--- src/sv/dmcr_pkg.sv ---
// Shared types, constants and ramp helper for the dual motor command ramp.
package dmcr_pkg;

  localparam int PWM_WIDTH   = 16;
  localparam int CFG_WIDTH   = 15;
  localparam int PWM_MAX     = (2 ** (PWM_WIDTH - 1)) - 1;
  // |command| * scale stays below 2^30
  localparam int PROD_WIDTH  = 30;
  localparam int MULT_WIDTH  = PWM_WIDTH + CFG_WIDTH;
  // divide by 1000 as multiply by ceil(2^40 / 1000), exact over the product range
  localparam int RECIP_SHIFT = 40;
  localparam int RECIP_WIDTH = 31;
  localparam logic [RECIP_WIDTH-1:0] RECIP_1000 = 31'd1099511628;
  localparam int QUOT_WIDTH  = 21;

  localparam logic [CFG_WIDTH-1:0] LIMIT_RESET = 15'd1800;
  localparam logic [CFG_WIDTH-1:0] STEP_RESET  = 15'd70;
  localparam logic [CFG_WIDTH-1:0] SCALE_RESET = 15'd1000;

  typedef logic signed [PWM_WIDTH-1:0] pwm_t;

  typedef enum logic [1:0] {
    MODE_LOAD   = 2'd0,
    MODE_ENABLE = 2'd1,
    MODE_TICK   = 2'd2,
    MODE_NONE   = 2'd3
  } mode_t;

  typedef enum logic [2:0] {
    CFG_CLAMP_LEVEL = 3'd0,
    CFG_SLEW_STEP   = 3'd1,
    CFG_INVERT_A    = 3'd2,
    CFG_INVERT_B    = 3'd3,
    CFG_SCALE_A     = 3'd4,
    CFG_SCALE_B     = 3'd5
  } cfg_index_t;

  typedef struct packed {
    logic                 invert;
    logic [CFG_WIDTH-1:0] scale;
  } shape_cfg_t;

  // Move cur toward tgt by at most step, never past tgt.
  function automatic pwm_t approach(pwm_t cur, pwm_t tgt, logic [CFG_WIDTH-1:0] step);
    logic signed [PWM_WIDTH+1:0] c;
    logic signed [PWM_WIDTH+1:0] t;
    logic signed [PWM_WIDTH+1:0] s;
    logic signed [PWM_WIDTH+1:0] r;
    c = {{2{cur[PWM_WIDTH-1]}}, cur};
    t = {{2{tgt[PWM_WIDTH-1]}}, tgt};
    s = $signed({{(PWM_WIDTH + 2 - CFG_WIDTH){1'b0}}, step});
    r = c;
    if (c < t) begin
      r = (c + s > t) ? t : c + s;
    end else if (c > t) begin
      r = (c - s < t) ? t : c - s;
    end
    return r[PWM_WIDTH-1:0];
  endfunction

endpackage

--- src/sv/dmcr_shape.sv ---
// Per-channel command shaping: invert, scale, and divide by 1000 over two stages.
module dmcr_shape (
  input  logic                                clk,
  input  logic                                advance,
  input  dmcr_pkg::pwm_t                      command,
  input  dmcr_pkg::shape_cfg_t                cfg,
  output logic                                neg,
  output logic [dmcr_pkg::QUOT_WIDTH-1:0]     quot
);

  logic signed [dmcr_pkg::PWM_WIDTH:0]       v;
  logic signed [dmcr_pkg::PWM_WIDTH:0]       mag_full;
  logic [dmcr_pkg::MULT_WIDTH-1:0]           prod_full;
  logic [dmcr_pkg::PROD_WIDTH+dmcr_pkg::RECIP_WIDTH-1:0] recip_full;
  logic [dmcr_pkg::PROD_WIDTH-1:0]           prod;
  logic                                      prod_neg;

  // Work on magnitude so the quotient truncates toward zero.
  always_comb begin
    v = {command[dmcr_pkg::PWM_WIDTH-1], command};
    if (cfg.invert) begin
      v = -v;
    end
    mag_full  = (v < 0) ? -v : v;
    prod_full = mag_full[dmcr_pkg::PWM_WIDTH-1:0] * cfg.scale;
  end

  assign recip_full = prod * dmcr_pkg::RECIP_1000;

  always_ff @(posedge clk) begin
    if (advance) begin
      prod     <= prod_full[dmcr_pkg::PROD_WIDTH-1:0];
      prod_neg <= (v < 0);
      quot     <= recip_full[dmcr_pkg::RECIP_SHIFT +: dmcr_pkg::QUOT_WIDTH];
      neg      <= prod_neg;
    end
  end

endmodule

--- src/sv/dual_motor_command_ramp.sv ---
// Top level of the dual motor command ramp: pipeline control, state, ramp and output.
// A tick's result reaches m_axis through the input, product, quotient and output registers.
// Throughput: one input transaction per cycle; input stalls only while a tick sits in the
// last stage and the output register still holds an untaken result.
// Stages: input register, scale product, reciprocal quotient, then clamp/ramp into state.
// Reset (rst, synchronous): configuration registers return to defaults, enable and all state clear to zero.
module dual_motor_command_ramp (
  input  logic        clk,
  input  logic        rst,
  // slave stream
  input  logic        s_axis_tvalid,
  output logic        s_axis_tready,
  input  logic [39:0] s_axis_tdata,   // command_a[15:0], command_b[31:16], enable_in[32]
  input  logic [1:0]  s_axis_tuser,   // mode[1:0]
  // master stream
  output logic        m_axis_tvalid,
  input  logic        m_axis_tready,
  output logic [71:0] m_axis_tdata,   // enabled_out[0], target_a_out[16:1],
                                      // target_b_out[32:17], applied_a_out[48:33],
                                      // applied_b_out[64:49]
  // configuration writes
  input  logic        cfg_we,
  input  logic [2:0]  cfg_index,
  input  logic [14:0] cfg_wdata
);

  localparam int PW = dmcr_pkg::PWM_WIDTH;
  localparam int CW = dmcr_pkg::CFG_WIDTH;
  localparam int QW = dmcr_pkg::QUOT_WIDTH;

  // Configuration registers
  logic [CW-1:0] clamp_level;
  logic [CW-1:0] slew_step;
  logic          invert_a;
  logic          invert_b;
  logic [CW-1:0] scale_a_milli;
  logic [CW-1:0] scale_b_milli;

  // Block state
  logic           enabled_flag;
  dmcr_pkg::pwm_t target_a;
  dmcr_pkg::pwm_t target_b;
  dmcr_pkg::pwm_t applied_a;
  dmcr_pkg::pwm_t applied_b;

  // Pipeline control and payload
  logic            v1, v2, v3;
  dmcr_pkg::mode_t mode1, mode2, mode3;
  logic            en1, en2, en3;
  dmcr_pkg::pwm_t  cmd_a1, cmd_b1;

  logic            stall;
  logic            advance;
  logic            tick3;

  dmcr_pkg::shape_cfg_t shape_cfg_a, shape_cfg_b;
  logic                 neg_a, neg_b;
  logic [QW-1:0]        quot_a, quot_b;

  logic [CW-1:0]  bound;
  logic [CW-1:0]  mag_a, mag_b;
  dmcr_pkg::pwm_t target_a_next, target_b_next;
  dmcr_pkg::pwm_t applied_a_next, applied_b_next;

  // A tick in the last stage needs the output register; hold everything until it frees up.
  assign tick3         = v3 && (mode3 == dmcr_pkg::MODE_TICK);
  assign stall         = tick3 && m_axis_tvalid && !m_axis_tready;
  assign advance       = !stall;
  assign s_axis_tready = advance;

  // Configuration port
  always_ff @(posedge clk) begin
    if (rst) begin
      clamp_level   <= dmcr_pkg::LIMIT_RESET;
      slew_step     <= dmcr_pkg::STEP_RESET;
      invert_a      <= 1'b0;
      invert_b      <= 1'b0;
      scale_a_milli <= dmcr_pkg::SCALE_RESET;
      scale_b_milli <= dmcr_pkg::SCALE_RESET;
    end else if (cfg_we) begin
      unique case (cfg_index)
        dmcr_pkg::CFG_CLAMP_LEVEL: clamp_level   <= cfg_wdata;
        dmcr_pkg::CFG_SLEW_STEP:   slew_step     <= cfg_wdata;
        dmcr_pkg::CFG_INVERT_A:    invert_a      <= cfg_wdata[0];
        dmcr_pkg::CFG_INVERT_B:    invert_b      <= cfg_wdata[0];
        dmcr_pkg::CFG_SCALE_A:     scale_a_milli <= cfg_wdata;
        dmcr_pkg::CFG_SCALE_B:     scale_b_milli <= cfg_wdata;
        default: ;
      endcase
    end
  end

  // Input stage: valid and mode travel beside the shaping datapath.
  always_ff @(posedge clk) begin
    if (rst) begin
      v1 <= 1'b0;
      v2 <= 1'b0;
      v3 <= 1'b0;
    end else if (advance) begin
      v1 <= s_axis_tvalid;
      v2 <= v1;
      v3 <= v2;
    end
  end

  always_ff @(posedge clk) begin
    if (advance) begin
      mode1  <= dmcr_pkg::mode_t'(s_axis_tuser);
      cmd_a1 <= s_axis_tdata[15:0];
      cmd_b1 <= s_axis_tdata[31:16];
      en1    <= s_axis_tdata[32];
      mode2  <= mode1;
      en2    <= en1;
      mode3  <= mode2;
      en3    <= en2;
    end
  end

  assign shape_cfg_a = '{invert: invert_a, scale: scale_a_milli};
  assign shape_cfg_b = '{invert: invert_b, scale: scale_b_milli};

  dmcr_shape u_shape_a (
    .clk     (clk),
    .advance (advance),
    .command (cmd_a1),
    .cfg     (shape_cfg_a),
    .neg     (neg_a),
    .quot    (quot_a)
  );

  dmcr_shape u_shape_b (
    .clk     (clk),
    .advance (advance),
    .command (cmd_b1),
    .cfg     (shape_cfg_b),
    .neg     (neg_b),
    .quot    (quot_b)
  );

  // Saturate the quotient magnitude to the bound, then restore the sign.
  always_comb begin
    bound = (int'(clamp_level) > dmcr_pkg::PWM_MAX) ? CW'(dmcr_pkg::PWM_MAX) : clamp_level;
    mag_a = (quot_a > QW'(bound)) ? bound : quot_a[CW-1:0];
    mag_b = (quot_b > QW'(bound)) ? bound : quot_b[CW-1:0];
    target_a_next = neg_a ? -$signed({{(PW - CW){1'b0}}, mag_a})
                          :  $signed({{(PW - CW){1'b0}}, mag_a});
    target_b_next = neg_b ? -$signed({{(PW - CW){1'b0}}, mag_b})
                          :  $signed({{(PW - CW){1'b0}}, mag_b});
  end

  // Ramp on a tick; zero while disabled.
  always_comb begin
    if (enabled_flag) begin
      applied_a_next = dmcr_pkg::approach(applied_a, target_a, slew_step);
      applied_b_next = dmcr_pkg::approach(applied_b, target_b, slew_step);
    end else begin
      applied_a_next = '0;
      applied_b_next = '0;
    end
  end

  // Last stage: commit state in stream order, load the output register on ticks.
  always_ff @(posedge clk) begin
    if (rst) begin
      enabled_flag <= 1'b0;
      target_a     <= '0;
      target_b     <= '0;
      applied_a    <= '0;
      applied_b    <= '0;
    end else if (advance && v3) begin
      case (mode3)
        dmcr_pkg::MODE_LOAD: begin
          target_a <= target_a_next;
          target_b <= target_b_next;
        end
        dmcr_pkg::MODE_ENABLE: begin
          enabled_flag <= en3;
          if (!en3) begin
            applied_a <= '0;
            applied_b <= '0;
          end
        end
        dmcr_pkg::MODE_TICK: begin
          applied_a <= applied_a_next;
          applied_b <= applied_b_next;
        end
        default: ;
      endcase
    end
  end

  always_ff @(posedge clk) begin
    if (rst) begin
      m_axis_tvalid <= 1'b0;
    end else if (advance && tick3) begin
      m_axis_tvalid <= 1'b1;
    end else if (m_axis_tready) begin
      m_axis_tvalid <= 1'b0;
    end
  end

  always_ff @(posedge clk) begin
    if (advance && tick3) begin
      m_axis_tdata <= {7'b0, applied_b_next, applied_a_next, target_b, target_a,
                       enabled_flag};
    end
  end

  // Disabled means both applied values sit at zero.
  a_disabled_zero: assert property (@(posedge clk) disable iff (rst)
    !enabled_flag |-> (applied_a == '0) && (applied_b == '0))
    else $error("applied value nonzero while disabled");

  // A result only appears after a tick left the last stage.
  a_result_from_tick: assert property (@(posedge clk) disable iff (rst)
    $rose(m_axis_tvalid) |-> $past(tick3))
    else $error("result produced without a tick");

  // A stall must freeze the last stage.
  a_stall_holds: assert property (@(posedge clk) disable iff (rst)
    stall |=> $stable(quot_a) && $stable(quot_b) && $stable(mode3) && v3)
    else $error("last stage moved during a stall");

endmodule

--- config.mk ---
export PLATFORM = sky130hd
export DESIGN_NAME = dual_motor_command_ramp
export DESIGN_NICKNAME = d
export VERILOG_FILES = /design/src/sv/dmcr_pkg.sv /design/src/sv/dmcr_shape.sv /design/src/sv/dual_motor_command_ramp.sv
export SDC_FILE = /design/constraint.sdc
export NUM_CORES = 2
export LEC_CHECK = 0
export ABC_AREA = 1
export CAP_MARGIN = 20
export CORE_UTILIZATION = 45
export CTS_BUF_LIST = sky130_fd_sc_hd__clkbuf_4
export DETAILED_ROUTE_END_ITERATION = 7
export DONT_BUFFER_PORTS = 1
export PLACE_DENSITY_LB_ADDON = 0.05
export SLEW_MARGIN = 20
export SYNTH_ARGS = -nofsm -noshare
export SYNTH_HDL_FRONTEND = slang
export SYNTH_SLANG_ARGS = --single-unit
--- constraint.sdc ---
create_clock -name clk -period 8 [get_ports clk]
set_clock_uncertainty 0.15 [all_clocks]
set_input_delay 0.4 -clock clk [delete_from_list [all_inputs] [get_ports clk]]
set_output_delay 0.4 -clock clk [all_outputs]
set_load 0.02 [all_outputs]
==> summary.txt <==
Run status
  – Status: complete, no violations

Worst setup path
  – Critical R2R Launch: cmd_a1[0]
  – Reg2reg end: u_shape_a.prod[26]
  – Worst R2R Setup Slack: 0.39 ns
  – Critical path type: reg2reg
  – Worst-path fanout max: 17
  – Worst path max stage delay: 0.53 ns
  – Critical Path Most Common Cell: nand2_1
  – Critical path launch point type: register
  – Data required, critical path: 8.55 ns
  – CP max stage cell: fa_1
  – Worst Setup End Kind: register
  – Critical Path AT: 8.16 ns
  – Register-to-Register Path Depth: 35

Placed design
  – Pre-CTS WS: 0.2092 ns
  – Detailed Place HPWL: 172400 um
  – Gpl congestion: 0.9333
  – Port Buffer Count: 0

Synthesis
  – Synth top cells by count: inv_1, nand2_1, ha_1
  – Most common cell in the netlist: inv_1
  – Post-synthesis sequential area ratio: 13.86%
  – Synth Flop Type: edfxtp_1
  – Area leader, netlist: fa_1
  – Synthesized area per cell: 8.451 um2
  – Yosys warns: 0
  – Post-synth ARST share: 0%
  – Flops & latches, synth: 343
  – Ranking of synthesized cells by area: fa_1, ha_1, inv_1, edfxtp_1, nand2_1
  – Syn Inst Count: 7673
  – Distinct cells, synth: 67
  – Share of the synthesized area in the top cell type: 28.22%
  – Synth Cell Area: 0.06484 mm2
  – Post-synth EDFFs: 212

Final layout
  – Fraction of layout cells with a size suffix above 1: 5.593%
  – Fin nets: 9970
  – Synthesis-to-layout area growth: 8.453%
  – Final core occ: 49.43%

Hold path
  – Type of the worst min-delay path: in2reg
  – Hold path cells: 3
  – Hold path startpoint: cfg_index[1]
  – Hold path endpoint: invert_a

Global route
  – Global-route congestion overflow total: 0
  – Largest net degree at the start of global routing: 82
  – Global-route wire length before repair: 313300 um
  – Gr usage total: 28.25%
  – Initial antenna violation count: 12
  – Vias in the first global route: 52.81k

Timing
  – Final setup viols: 0
  – Endpoints failing hold: 0
  – Worst-margin pin slew: 1.099 ns
  – Max Clock Freq: 131.3 MHz
  – Final Cycle Share: 95.18%
  – Final Worst Setup Slack: 0.3856 ns
  – Max-slew violations: 0
  – Slew headroom: 26.56%
  – Min cycle time layout: 7.614 ns

Detailed routing
  – WL final: 203000 um
  – Via density: 5.230
  – Post-route ant nets: 0
  – Routed via count: 51.54k
  – DRC: 0
  – DR WL/cell: 20.60 um
  – First-pass DRT Iterations: 5
  – Initial drt markers: 3139

Clocking
  – CTS clock-pin slew for the worst setup and hold paths: 0.07 ns
  – Cts bufs inserted: 98
  – Clk Tree Root Cell: clkbuf_4
  – Clock sinks: 343
  – Clock Tree Buf Depth: 3
  – Clock Latency Late Sink: 1.01 ns
  – CTS tree: yes
  – H-tree lvl count: 3

Floorplan
  – Core Area: 0.1423 mm2
  – Cell Rows: 138
  – Die area: 0.1456 mm2
  – Die Y: 381.6 um
  – DIE WIDTH: 381.6 um
  – I/O Pins: 139
  – Starting Density: 45.58%

Flow run
  – Max-cap violations: 0
==> worst max-delay path by stage <==
stage | start | endpoint | cells after the start
6_report | cmd_a1[0] | u_shape_a.prod[26] | 35
5_1_grt | cmd_a1[0] | u_shape_a.prod[26] | 31
4_1_cts | cmd_b1[0] | u_shape_b.prod[28] | 35
3_5_place_dp | cmd_b1[0] | u_shape_b.prod[28] | 35
3_3_place_gp | cmd_a1[0] | u_shape_a.prod[29] | 38
2_1_floorplan | cmd_b1[0] | u_shape_b.prod[20] | 40
==> cell usage in the layout, fill, tap and decap left out, types with 11 or more instances in the layout <==
master,n
a21o_1,27
a21oi_1,438
a31oi_1,29
buf_4,132
clkbuf_4,138
clkinv_1,36
dfxtp_1,131
dlygate4sd3_1,109
edfxtp_1,212
fa_1,914
ha_1,1111
inv_1,1727
inv_2,27
nand2_1,1190
nand2_2,24
nand3_1,247
nand4_1,52
nor2_1,613
nor2_2,23
nor3_1,57
nor4_1,11
o211ai_1,63
o21a_1,20
o21ai_0,240
o21ai_1,27
o21bai_1,15
xnor2_1,45
xor2_1,118
==> cells by family (layout without fill, tap and decap cells) <==
kind of cell	count (synthesis)	count (layout)	synth area share [%]
compound gates	922	922	7.973
simple gates	2280	2280	14.58
flops	343	343	13.86
other cells	1	15	0.005783
buf+inv	1920	2198	11.31
fa+ha+maj	2033	2033	49.81
xor+xnor	174	174	2.460
==> per-stage QoR <==
stage          hold WS, ns  cell area [um2]  instances  setup TNS (ns)
2_1_floorplan       0.2503            64870       7679               0
3_3_place_gp        0.2528            67520       9544               0
3_5_place_dp        0.2545            67520       9544               0
4_1_cts           0.008074            70030       9839               0
5_1_grt            0.04603            70320       9854         -0.1339
6_report            0.1345            70320       9855               0
==> metal layers <==
| layer | track usage, % | wire length, um |
|---|---|---|
| met1 | 38.23 | 89950 |
| met3 | 3.341 | 9603 |
| met4 | 7.437 | 5736 |
| met5 | 0 | 57 |
| met2 | 47.72 | 97620 |
==> timing repair <==
action,CTS,global route
endpoints found under the setup margin,0,20
buffers inserted,0,7
endpoints found under the hold margin,185,0
hold buffers,110,0
gates resized for setup,0,54
==> sequential cells by signal (all words and copies together), names as in the netlist, 21 cells and up <==
name and flops:
u_shape_b.prod 30, u_shape_b.quot 21, u_shape_a.prod 30, u_shape_a.quot 21, m_axis_tdata 65
==> area by class of cell <==
class / count / area (um2)
Inverter: 1767 / 6645
Fill cell: 14060 / 71950
Antenna cell: 8 / 20.02
Timing Repair Buffer: 246 / 2175
Clock inverter: 47 / 352.8
Sequential cell: 343 / 8989
Multi-Input combinational cell: 5416 / 48740
Tap cell: 1890 / 2365
Clock buffer: 138 / 1036
==> critical path, delay by kind of cell (launching register included) <==
family / cells / cell delay (ns)
buffers and inverters: 9 / 0.88
adder cells (fa/ha/maj): 7 / 3.34
XOR/XNOR: 2 / 0.37
AND/OR/NAND/NOR: 14 / 1.72
AO/OA/AOI/OAI: 3 / 0.41
flip-flops: 1 / 0.44
Power is left out: the tool's default activity adds up to more than one toggle a clock period on the data nets, which glitch-free logic cannot reach.
